===== src/sv/sha256_hash_engine_defines.svh =====
// Assertion macros for the SHA-256 hash engine.
// Included by files that assert; no other dependencies.
`ifndef SHA256_HASH_ENGINE_DEFINES_SVH
`define SHA256_HASH_ENGINE_DEFINES_SVH
`ifndef SYNTHESIS
// Checked property, disabled while in reset
`define SHA_ASSERT(name, prop, msg) \
  name: assert property (@(posedge clk_i) disable iff (!rst_ni) prop) else $error(msg);
// Checked property, also active during reset
`define SHA_ASSERT_ALWAYS(name, prop, msg) \
  name: assert property (@(posedge clk_i) prop) else $error(msg);
`else
`define SHA_ASSERT(name, prop, msg)
`define SHA_ASSERT_ALWAYS(name, prop, msg)
`endif
`endif


===== src/sv/sha_pkg.sv =====
// Shared types, constants and round functions for the SHA-256 hash engine.
// No dependencies.
package sha_pkg;

  localparam int WORD_W   = 32;
  localparam int BLK_WORDS = 16;
  localparam int ROUNDS   = 64;

  // Input commands
  localparam logic CMD_ABSORB = 1'b0;
  localparam logic CMD_FINISH = 1'b1;

  typedef enum logic [2:0] {
    ST_IDLE,
    ST_START,
    ST_ROUND,
    ST_FINAL,
    ST_OUT
  } state_e;

  // How the buffered block is formatted while it streams into the rounds
  typedef struct packed {
    logic [6:0] lim;     // bytes below this come from the buffer
    logic       mark;    // put 0x80 at byte lim
    logic       len;     // words 14 and 15 carry the bit length
    logic       second;  // a length-only block follows this one
  } blk_cfg_t;

  localparam logic [WORD_W-1:0] H_INIT [8] = '{
    32'h6a09e667, 32'hbb67ae85, 32'h3c6ef372, 32'ha54ff53a,
    32'h510e527f, 32'h9b05688c, 32'h1f83d9ab, 32'h5be0cd19
  };

  localparam logic [WORD_W-1:0] K_TAB [ROUNDS] = '{
    32'h428a2f98, 32'h71374491, 32'hb5c0fbcf, 32'he9b5dba5,
    32'h3956c25b, 32'h59f111f1, 32'h923f82a4, 32'hab1c5ed5,
    32'hd807aa98, 32'h12835b01, 32'h243185be, 32'h550c7dc3,
    32'h72be5d74, 32'h80deb1fe, 32'h9bdc06a7, 32'hc19bf174,
    32'he49b69c1, 32'hefbe4786, 32'h0fc19dc6, 32'h240ca1cc,
    32'h2de92c6f, 32'h4a7484aa, 32'h5cb0a9dc, 32'h76f988da,
    32'h983e5152, 32'ha831c66d, 32'hb00327c8, 32'hbf597fc7,
    32'hc6e00bf3, 32'hd5a79147, 32'h06ca6351, 32'h14292967,
    32'h27b70a85, 32'h2e1b2138, 32'h4d2c6dfc, 32'h53380d13,
    32'h650a7354, 32'h766a0abb, 32'h81c2c92e, 32'h92722c85,
    32'ha2bfe8a1, 32'ha81a664b, 32'hc24b8b70, 32'hc76c51a3,
    32'hd192e819, 32'hd6990624, 32'hf40e3585, 32'h106aa070,
    32'h19a4c116, 32'h1e376c08, 32'h2748774c, 32'h34b0bcb5,
    32'h391c0cb3, 32'h4ed8aa4a, 32'h5b9cca4f, 32'h682e6ff3,
    32'h748f82ee, 32'h78a5636f, 32'h84c87814, 32'h8cc70208,
    32'h90befffa, 32'ha4506ceb, 32'hbef9a3f7, 32'hc67178f2
  };

  function automatic logic [WORD_W-1:0] rotr(input logic [WORD_W-1:0] x, input int n);
    return (x >> n) | (x << (WORD_W - n));
  endfunction

  function automatic logic [WORD_W-1:0] big_sigma0(input logic [WORD_W-1:0] x);
    return rotr(x, 2) ^ rotr(x, 13) ^ rotr(x, 22);
  endfunction

  function automatic logic [WORD_W-1:0] big_sigma1(input logic [WORD_W-1:0] x);
    return rotr(x, 6) ^ rotr(x, 11) ^ rotr(x, 25);
  endfunction

  function automatic logic [WORD_W-1:0] small_sigma0(input logic [WORD_W-1:0] x);
    return rotr(x, 7) ^ rotr(x, 18) ^ (x >> 3);
  endfunction

  function automatic logic [WORD_W-1:0] small_sigma1(input logic [WORD_W-1:0] x);
    return rotr(x, 17) ^ rotr(x, 19) ^ (x >> 10);
  endfunction

  function automatic logic [WORD_W-1:0] choose(input logic [WORD_W-1:0] e,
                                               input logic [WORD_W-1:0] f,
                                               input logic [WORD_W-1:0] g);
    return (e & f) ^ (~e & g);
  endfunction

  function automatic logic [WORD_W-1:0] majority(input logic [WORD_W-1:0] a,
                                                 input logic [WORD_W-1:0] b,
                                                 input logic [WORD_W-1:0] c);
    return (a & b) ^ (a & c) ^ (b & c);
  endfunction

endpackage


===== src/sv/sha_ifs.sv =====
// Valid/ready stream interfaces for the SHA-256 hash engine.
// Input: command plus message byte. Output: digest word, index, last flag.
interface sha_in_if;
  logic       valid;
  logic       ready;
  logic       command;
  logic [7:0] data_byte;

  modport source (output valid, command, data_byte, input ready);
  modport sink   (input valid, command, data_byte, output ready);
endinterface

interface sha_out_if;
  logic        valid;
  logic        ready;
  logic [31:0] digest_word;
  logic [2:0]  word_index;
  logic        last_word;

  modport source (output valid, digest_word, word_index, last_word, input ready);
  modport sink   (input valid, digest_word, word_index, last_word, output ready);
endinterface


===== src/sv/sha256_hash_engine.sv =====
// SHA-256 hash engine over a byte stream.
// Input channel in_i: each transaction carries a command. Absorb appends
// data_byte to the 64-byte block buffer; finish pads the message, appends
// the 64-bit big-endian bit length and emits the digest.
// Output channel out_o: eight transactions per finish, digest words 0..7,
// last_word set on word 7.
// Bytes are absorbed back to back until the block is full. The 64th byte of a
// block starts a compression: a load step, 64 rounds at one round per cycle,
// and a step to fold the result into the hash, with in_i.ready low
// throughout. Sustained absorb rate is set by the single round unit.
// Finish runs one compression, or two when more than 55 bytes are pending,
// then presents the words one per cycle while out_o.ready is high; a stall
// holds the current word. in_i.ready stays low until word 7 is taken; the
// engine then starts a new message with the initial hash.
// The block buffer is a 16 x 32 synchronous RAM (one write, one read port,
// read data registered); padding is applied as words are read, so the RAM
// needs no clearing. Reset is asynchronous and puts the engine in the empty
// message state, ready for input at once.
`include "sha256_hash_engine_defines.svh"
module sha256_hash_engine import sha_pkg::*; (
  input  logic      clk_i,
  input  logic      rst_ni,
  sha_in_if.sink    in_i,
  sha_out_if.source out_o
);

  state_e            state_q, state_d;
  logic [5:0]        fill_q, fill_d;
  logic [63:0]       bits_q, bits_d;
  logic [WORD_W-1:0] hash_q [8];
  logic [WORD_W-1:0] hash_d [8];
  logic [WORD_W-1:0] v_q [8];
  logic [WORD_W-1:0] v_d [8];
  logic [WORD_W-1:0] win_q [BLK_WORDS];
  logic [WORD_W-1:0] win_d [BLK_WORDS];
  logic [5:0]        rnd_q, rnd_d;
  blk_cfg_t          cfg_q, cfg_d;
  logic              fin_q, fin_d;
  logic [2:0]        idx_q, idx_d;

  // Block buffer RAM
  logic [WORD_W-1:0] blk_mem [BLK_WORDS];
  logic [WORD_W-1:0] rd_data_q;
  logic [3:0]        rd_addr;
  logic              mem_we;

  logic              in_acc, out_acc;
  logic [6:0]        byte_pos;
  logic [WORD_W-1:0] fmt_word, w_t, t1, t2;

  assign in_acc  = in_i.valid && in_i.ready;
  assign out_acc = out_o.valid && out_o.ready;

  // Handshake and payload
  assign in_i.ready        = (state_q == ST_IDLE);
  assign out_o.valid       = (state_q == ST_OUT);
  assign out_o.digest_word = hash_q[idx_q];
  assign out_o.word_index  = idx_q;
  assign out_o.last_word   = (idx_q == 3'd7);

  // RAM: byte write at the fill position, registered word read
  always_ff @(posedge clk_i) begin
    if (mem_we) begin
      blk_mem[fill_q[5:2]][{~fill_q[1:0], 3'b000} +: 8] <= in_i.data_byte;
    end
    rd_data_q <= blk_mem[rd_addr];
  end

  // Padding and length applied to the word read for this round
  always_comb begin
    fmt_word = '0;
    byte_pos = '0;
    for (int j = 0; j < 4; j++) begin
      byte_pos = {1'b0, rnd_q[3:0], 2'(j)};
      if (byte_pos < cfg_q.lim) begin
        fmt_word[(3-j)*8 +: 8] = rd_data_q[(3-j)*8 +: 8];
      end else if (byte_pos == cfg_q.lim && cfg_q.mark) begin
        fmt_word[(3-j)*8 +: 8] = 8'h80;
      end
    end
    if (cfg_q.len && rnd_q[3:0] == 4'd14) begin
      fmt_word = bits_q[63:32];
    end else if (cfg_q.len && rnd_q[3:0] == 4'd15) begin
      fmt_word = bits_q[31:0];
    end
  end

  // Schedule word and round sums
  always_comb begin
    if (rnd_q[5:4] == 2'd0) begin
      w_t = fmt_word;
    end else begin
      w_t = small_sigma1(win_q[14]) + win_q[9] + small_sigma0(win_q[1]) + win_q[0];
    end
    t1 = v_q[7] + big_sigma1(v_q[4]) + choose(v_q[4], v_q[5], v_q[6]) + K_TAB[rnd_q] + w_t;
    t2 = big_sigma0(v_q[0]) + majority(v_q[0], v_q[1], v_q[2]);
  end

  // Next state
  always_comb begin
    state_d = state_q;
    case (state_q)
      ST_IDLE: begin
        if (in_acc && (in_i.command == CMD_FINISH || fill_q == 6'd63)) begin
          state_d = ST_START;
        end
      end
      ST_START: state_d = ST_ROUND;
      ST_ROUND: begin
        if (rnd_q == 6'd63) begin
          state_d = ST_FINAL;
        end
      end
      ST_FINAL: begin
        if (cfg_q.second) begin
          state_d = ST_START;
        end else if (fin_q) begin
          state_d = ST_OUT;
        end else begin
          state_d = ST_IDLE;
        end
      end
      ST_OUT: begin
        if (out_acc && idx_q == 3'd7) begin
          state_d = ST_IDLE;
        end
      end
      default: state_d = ST_IDLE;
    endcase
  end

  // Datapath control
  always_comb begin
    fill_d  = fill_q;
    bits_d  = bits_q;
    hash_d  = hash_q;
    v_d     = v_q;
    win_d   = win_q;
    rnd_d   = rnd_q;
    cfg_d   = cfg_q;
    fin_d   = fin_q;
    idx_d   = idx_q;
    rd_addr = '0;
    mem_we  = 1'b0;
    case (state_q)
      ST_IDLE: begin
        if (in_acc && in_i.command == CMD_ABSORB) begin
          mem_we = 1'b1;
          if (fill_q == 6'd63) begin
            fill_d = '0;
            bits_d = bits_q + 64'd512;
            cfg_d  = '{lim: 7'd64, mark: 1'b0, len: 1'b0, second: 1'b0};
            fin_d  = 1'b0;
          end else begin
            fill_d = fill_q + 6'd1;
          end
        end else if (in_acc) begin
          // Finish: count pending bytes, pick one or two padded blocks
          fill_d = '0;
          bits_d = bits_q + {55'd0, fill_q, 3'b000};
          fin_d  = 1'b1;
          if (fill_q >= 6'd56) begin
            cfg_d = '{lim: {1'b0, fill_q}, mark: 1'b1, len: 1'b0, second: 1'b1};
          end else begin
            cfg_d = '{lim: {1'b0, fill_q}, mark: 1'b1, len: 1'b1, second: 1'b0};
          end
        end
      end
      ST_START: begin
        v_d     = hash_q;
        rnd_d   = '0;
        rd_addr = '0;
      end
      ST_ROUND: begin
        rd_addr = rnd_q[3:0] + 4'd1;
        for (int i = 0; i < BLK_WORDS - 1; i++) begin
          win_d[i] = win_q[i+1];
        end
        win_d[BLK_WORDS-1] = w_t;
        v_d[7] = v_q[6];
        v_d[6] = v_q[5];
        v_d[5] = v_q[4];
        v_d[4] = v_q[3] + t1;
        v_d[3] = v_q[2];
        v_d[2] = v_q[1];
        v_d[1] = v_q[0];
        v_d[0] = t1 + t2;
        rnd_d  = rnd_q + 6'd1;
      end
      ST_FINAL: begin
        for (int i = 0; i < 8; i++) begin
          hash_d[i] = hash_q[i] + v_q[i];
        end
        if (cfg_q.second) begin
          cfg_d = '{lim: 7'd0, mark: 1'b0, len: 1'b1, second: 1'b0};
        end
        idx_d = '0;
      end
      ST_OUT: begin
        if (out_acc) begin
          idx_d = idx_q + 3'd1;
          if (idx_q == 3'd7) begin
            hash_d = H_INIT;
            bits_d = '0;
            fin_d  = 1'b0;
          end
        end
      end
      default: ;
    endcase
  end

  // Control and hash state
  always_ff @(posedge clk_i or negedge rst_ni) begin
    if (!rst_ni) begin
      state_q <= ST_IDLE;
      fill_q  <= '0;
      bits_q  <= '0;
      hash_q  <= H_INIT;
      rnd_q   <= '0;
      cfg_q   <= '0;
      fin_q   <= 1'b0;
      idx_q   <= '0;
    end else begin
      state_q <= state_d;
      fill_q  <= fill_d;
      bits_q  <= bits_d;
      hash_q  <= hash_d;
      rnd_q   <= rnd_d;
      cfg_q   <= cfg_d;
      fin_q   <= fin_d;
      idx_q   <= idx_d;
    end
  end

  // Working variables and schedule window
  always_ff @(posedge clk_i) begin
    v_q   <= v_d;
    win_q <= win_d;
  end

  // Assertions
  `SHA_ASSERT_ALWAYS(a_no_in_while_out, !(in_i.ready && out_o.valid), "input ready while digest shown")
  `SHA_ASSERT(a_block_full_starts, (in_acc && in_i.command == CMD_ABSORB && fill_q == 6'd63) |=> (state_q == ST_START && fill_q == 6'd0), "full block did not start compression")
  `SHA_ASSERT(a_rounds_end, (state_q == ST_ROUND && rnd_q == 6'd63) |=> (state_q == ST_FINAL), "round count overran")
  `SHA_ASSERT(a_digest_done, (out_acc && out_o.last_word) |=> (in_i.ready && fill_q == 6'd0 && bits_q == 64'd0), "engine not reset after digest")

endmodule

===== src/flat_wrapper.sv =====
// flat-port wrapper written by rule: the top's interface ports become plain ports
module sha256_hash_engine_flat import sha_pkg::*;
  (clk_i, rst_ni, in_i_valid, in_i_command, in_i_data_byte, in_i_ready, out_o_valid, out_o_digest_word, out_o_word_index, out_o_last_word, out_o_ready);
  sha_in_if in_i_i ();
  sha_out_if out_o_i ();
  input  logic clk_i;
  input  logic rst_ni;
  input wire logic [$bits(in_i_i.valid)-1:0] in_i_valid;
  input wire logic [$bits(in_i_i.command)-1:0] in_i_command;
  input wire logic [$bits(in_i_i.data_byte)-1:0] in_i_data_byte;
  output wire logic [$bits(in_i_i.ready)-1:0] in_i_ready;
  output wire logic [$bits(out_o_i.valid)-1:0] out_o_valid;
  output wire logic [$bits(out_o_i.digest_word)-1:0] out_o_digest_word;
  output wire logic [$bits(out_o_i.word_index)-1:0] out_o_word_index;
  output wire logic [$bits(out_o_i.last_word)-1:0] out_o_last_word;
  input wire logic [$bits(out_o_i.ready)-1:0] out_o_ready;
  assign in_i_i.valid = in_i_valid;
  assign in_i_i.command = in_i_command;
  assign in_i_i.data_byte = in_i_data_byte;
  assign in_i_ready = in_i_i.ready;
  assign out_o_valid = out_o_i.valid;
  assign out_o_digest_word = out_o_i.digest_word;
  assign out_o_word_index = out_o_i.word_index;
  assign out_o_last_word = out_o_i.last_word;
  assign out_o_i.ready = out_o_ready;
  sha256_hash_engine u_core (.clk_i(clk_i), .rst_ni(rst_ni), .in_i(in_i_i), .out_o(out_o_i));
endmodule

===== config.mk =====
export PLATFORM = sky130hd
export DESIGN_NAME = sha256_hash_engine_flat
export DESIGN_NICKNAME = d
export VERILOG_FILES = /design/src/sv/sha_pkg.sv /design/src/sv/sha_ifs.sv /design/src/sv/sha256_hash_engine.sv /design/src/flat_wrapper.sv
export VERILOG_INCLUDE_DIRS = /design/src /design/src/sv
export SDC_FILE = /design/constraint.sdc
export NUM_CORES = 2
export LEC_CHECK = 0
export ABC_AREA = 0
export BUFFER_PORTS_ARGS = -buffer_cell sky130_fd_sc_hd__buf_2
export CORE_UTILIZATION = 55
export CTS_CLUSTER_DIAMETER = 150
export DETAILED_ROUTE_END_ITERATION = 12
export HOLD_SLACK_MARGIN = 0.1
export PLACE_DENSITY = 0.75
export SYNTH_ARGS = -nofsm -noshare
export SYNTH_HDL_FRONTEND = slang
export SYNTH_SLANG_ARGS = --single-unit

===== constraint.sdc =====
create_clock -name clk_i -period 40.4 [get_ports clk_i]
set_input_delay 8.08 -clock clk_i [delete_from_list [all_inputs] [get_ports clk_i]]
set_output_delay 8.08 -clock clk_i [all_outputs]
set_load 0.01 [all_outputs]

==> summary.md <==
| Metric | Value |
|---|---|
| Register area share after synthesis | between 50% and 60% |
| Maxcap violations | 0 |
| Sequential share of power | around 53% |
| Commonest non-fill, non-tap cells in the layout | edfxtp_1, nand2_1, o21ai_0 |
| Clock sink count | 1658 |
| PortBufs | 50 |
| Die height | ~410 µm |
| Yosys warns | 0 |
| Die Wd | around 400 µm |
| WHS | 407 ps |
| Worst-Skew Late Latency | ~840 ps |
| Area of the multi-input gates | between 40000 and 50000 µm² |
| GRT Resource Usage Total | about 31% |
| Asr flop ratio synth | between 20% and 30% |
| Critical Path Source Type | flop |
| Switching Share | around 21% |
| Fin. max-slew vios | 0 |
| Setup TNS | 0 ps |
| Slew margin rel. | between 20% and 30% |
| Total setup buffers inserted after CTS | 0 |
| CTS Buf Count | approximately 170 |
| Hold Crit Class | flop to flop |
| Layout fillers | about 13000 |
| Pwr/cell area | about 35 nW/µm² |
| Pint | 2.75 mW |
| Final Core Density | 60.4% |
| Critical path class | flop to output port |
| EDFF count, synth | roughly 1300 |
| First-pass GRT wire length | 395000 µm |
| Hold Fails Final Rpt | 0 |
| Wire per inst | roughly 26 µm |
| CP arrival | approximately 3800 ps |
| Cell count after synthesis | 8004 |
| Vias/cell | around 6.4 |
| Clk pin slew, worst setup/hold paths | 60 ps |
| Total grt overflow | 0 |
| Final min period | roughly 12000 ps |
| Final setup viols | 0 |
| Initial antenna violation count | 9 |
| CTS max path bufs | 3 |
| Syn_nets | 8634 |
| Logic pwr share | less than 1% |
| Pin count of the biggest net entering global routing | 206 |
| Clock skew | about 45 ps |
| Leak Pwr | around 40 nW |
| Layout cells sized above 1 | between 10% and 20% |
| CTS HTree Levels | 4 |
| Peak Freq | 84.4 MHz |
| Failing checks | DRC |
| DRT antenna net count | 0 |
| Worst vdd ir | roughly 44 µV |
| Final HPWL DP | between 150000 and 200000 µm |
| Initial DRC count | approximately 8200 |
| Clock power share | 47.1% |
| Initial core utilization | roughly 55% |
| Initial DRT Pass Iterations | 11 |
| Status | finished, violations left |
| RSZ-0062 raised after global routing | no |
| Commonest non-fill, non-tap cell in the layout | edfxtp_1 |
| Cell variety after synth | a little over 90 |
| Clock Root Buffer | clkbuf_16 |
| Syn-to-layout area delta | 8.87% |
| Vias in the first global route | 61400 |
| Critical Path RT | 32320 ps |
| Nets@finish | about 8500 |
| Site Rows | 149 |
| Post_cts resized | 0 |
| Via count | about 65000 |
| Gp weighted congestion | 1.02 |
| IO Count | roughly 50 |
| Worst Path Max Fanout | 41 |
| Slew @ Worst Pin | ~1200 ps |
| Core area | about 160000 µm² |
| # placed instances | between 9000 and 10000 |
| Yosys reg bits | between 1500 and 2000 |
| Aggregate routed wire length | about 260000 µm |
| Syn Area/Cell | 11.4 µm² |
| P_sw | between 700 and 800 µW |
| Residual DRC count | 4 |
| Period utilization | between 20 and 30% |
| Hold buffers post-CTS | 0 |
| Seq. cell area | between 40000 and 50000 µm² |
| Post-route insts no fill | between 10000 and 15000 |
| CP Capture Type | output port |
| Syn Std Cell Area | 91500 µm² |
| CTS tree | yes |
| Prevailing post-synth register cell | edfxtp_1 |
| Die ar. | 168000 µm² |
power by group through the flow:
stage | clock network, mW | registers [mW] | logic, mW
6_report | 1.63 | 1.82 | 0.0123
2_1_floorplan | 0 | 1.85 | 0.00144
5_1_grt | 1.71 | 1.82 | 0.0139
3_3_place_gp | 0 | 1.85 | 0.0124
4_1_cts | 1.65 | 1.82 | 0.0128
3_5_place_dp | 0 | 1.85 | 0.0127
cells in the mapped netlist (all sizes together) (70+ instances only):
cell | instances | area, µm²
edfxtp | 1280 | 38400
nor2 | 434 | 1640
nand2 | 1019 | 3820
ha | 421 | 5270
mux2i | 106 | 1060
nand3 | 171 | 861
xnor2 | 371 | 3250
a221oi | 77 | 674
nor3 | 108 | 551
clkbuf | 343 | 1290
mux2 | 167 | 1880
inv | 355 | 1330
o21ai | 521 | 2610
mux4 | 70 | 1580
a31oi | 102 | 638
fa | 196 | 3920
a21oi | 474 | 2380
xor2 | 248 | 2170
dfrtp | 210 | 5260
dfstp | 136 | 3570
a21o | 208 | 1560
worst max-delay path: stages (launching register included):
cell,delay (ps)
dfrtp_4,890
buf_4,530
mux4_2,380
o21ai_0,810
buf_2,280
flip-flops by register name, summed over array words and instances (netlist names), 6 cells and up:
| name | cells |
|---|---|
| u_core.blk_mem | 512 |
| u_core.rnd_q | 6 |
| u_core.win_q | 512 |
| u_core.v_q | 256 |
| u_core.bits_q | 61 |
| u_core.hash_q | 256 |
| u_core.fill_q | 6 |
| u_core.cfg_q | 10 |
| u_core.rd_data_q | 32 |
area by class of cell:
cell class | instances | share of cell area [%]
Antenna cell | 1 | 0.00251
Clock buffer | 239 | 4.87
Clock inverter | 84 | 0.963
Inverter | 358 | 1.36
Multi-Input combinational cell | 5591 | 41.0
Sequential cell | 1658 | 48.1
Tap cell | 2189 | 2.75
Timing Repair Buffer | 131 | 0.935
cells by family after synthesis:
logic type,count (synthesis),synth area share (%)
AND/OR/NAND/NOR,2064,9.93
AO/OA/AOI/OAI,1929,13.5
flip-flops,1658,52.4
buffers and inverters,755,3.11
adder cells (fa/ha/maj),635,10.2
XOR/XNOR,620,5.95
multiplexers,343,4.94
stage by stage:
stage / total power [mW] / setup WS [ps] / instance area, µm²
after detailed placement: 1.87 / 29320 / 93800
after CTS: 3.48 / 28570 / 99600
final: 3.46 / 28540 / 99600
after global placement: 1.87 / 29400 / 93800
after floorplan: 1.86 / 23650 / 91500
after global routing: 3.54 / 28440 / 99600
worst paths after layout:
| path | end | from | slack [ps] | depth (start not counted) |
|---|---|---|---|---|
| max | out_o_digest_word[1] | u_core.out_o.word_index[1] | 28540 | 4 |
| min | u_core.win_q[62] | u_core.win_q[30] | 410 | 0 |
| min reg2reg | u_core.win_q[62] | u_core.win_q[30] | 410 | 0 |
| max reg2reg | u_core.v_q[127] | u_core.rnd_q[0] | 29000 | 36 |
| max in group asynchronous | u_core.rnd_q[0] | rst_ni | 30320 | 4 |
| min in group asynchronous | u_core.hash_q[227] | rst_ni | 7300 | 1 |
per-layer routing:
layer  up-vias  track usage (%)  part of all wire (%)
li1      28900                -                     -
met1     32500             46.6                    43
met2      3359             46.1                    44
met3       482             5.89                   9.8
met4         8             9.39                   3.0
met5         -                0                 0.021
No activity file was read; power rests on OpenSTA's default activity.
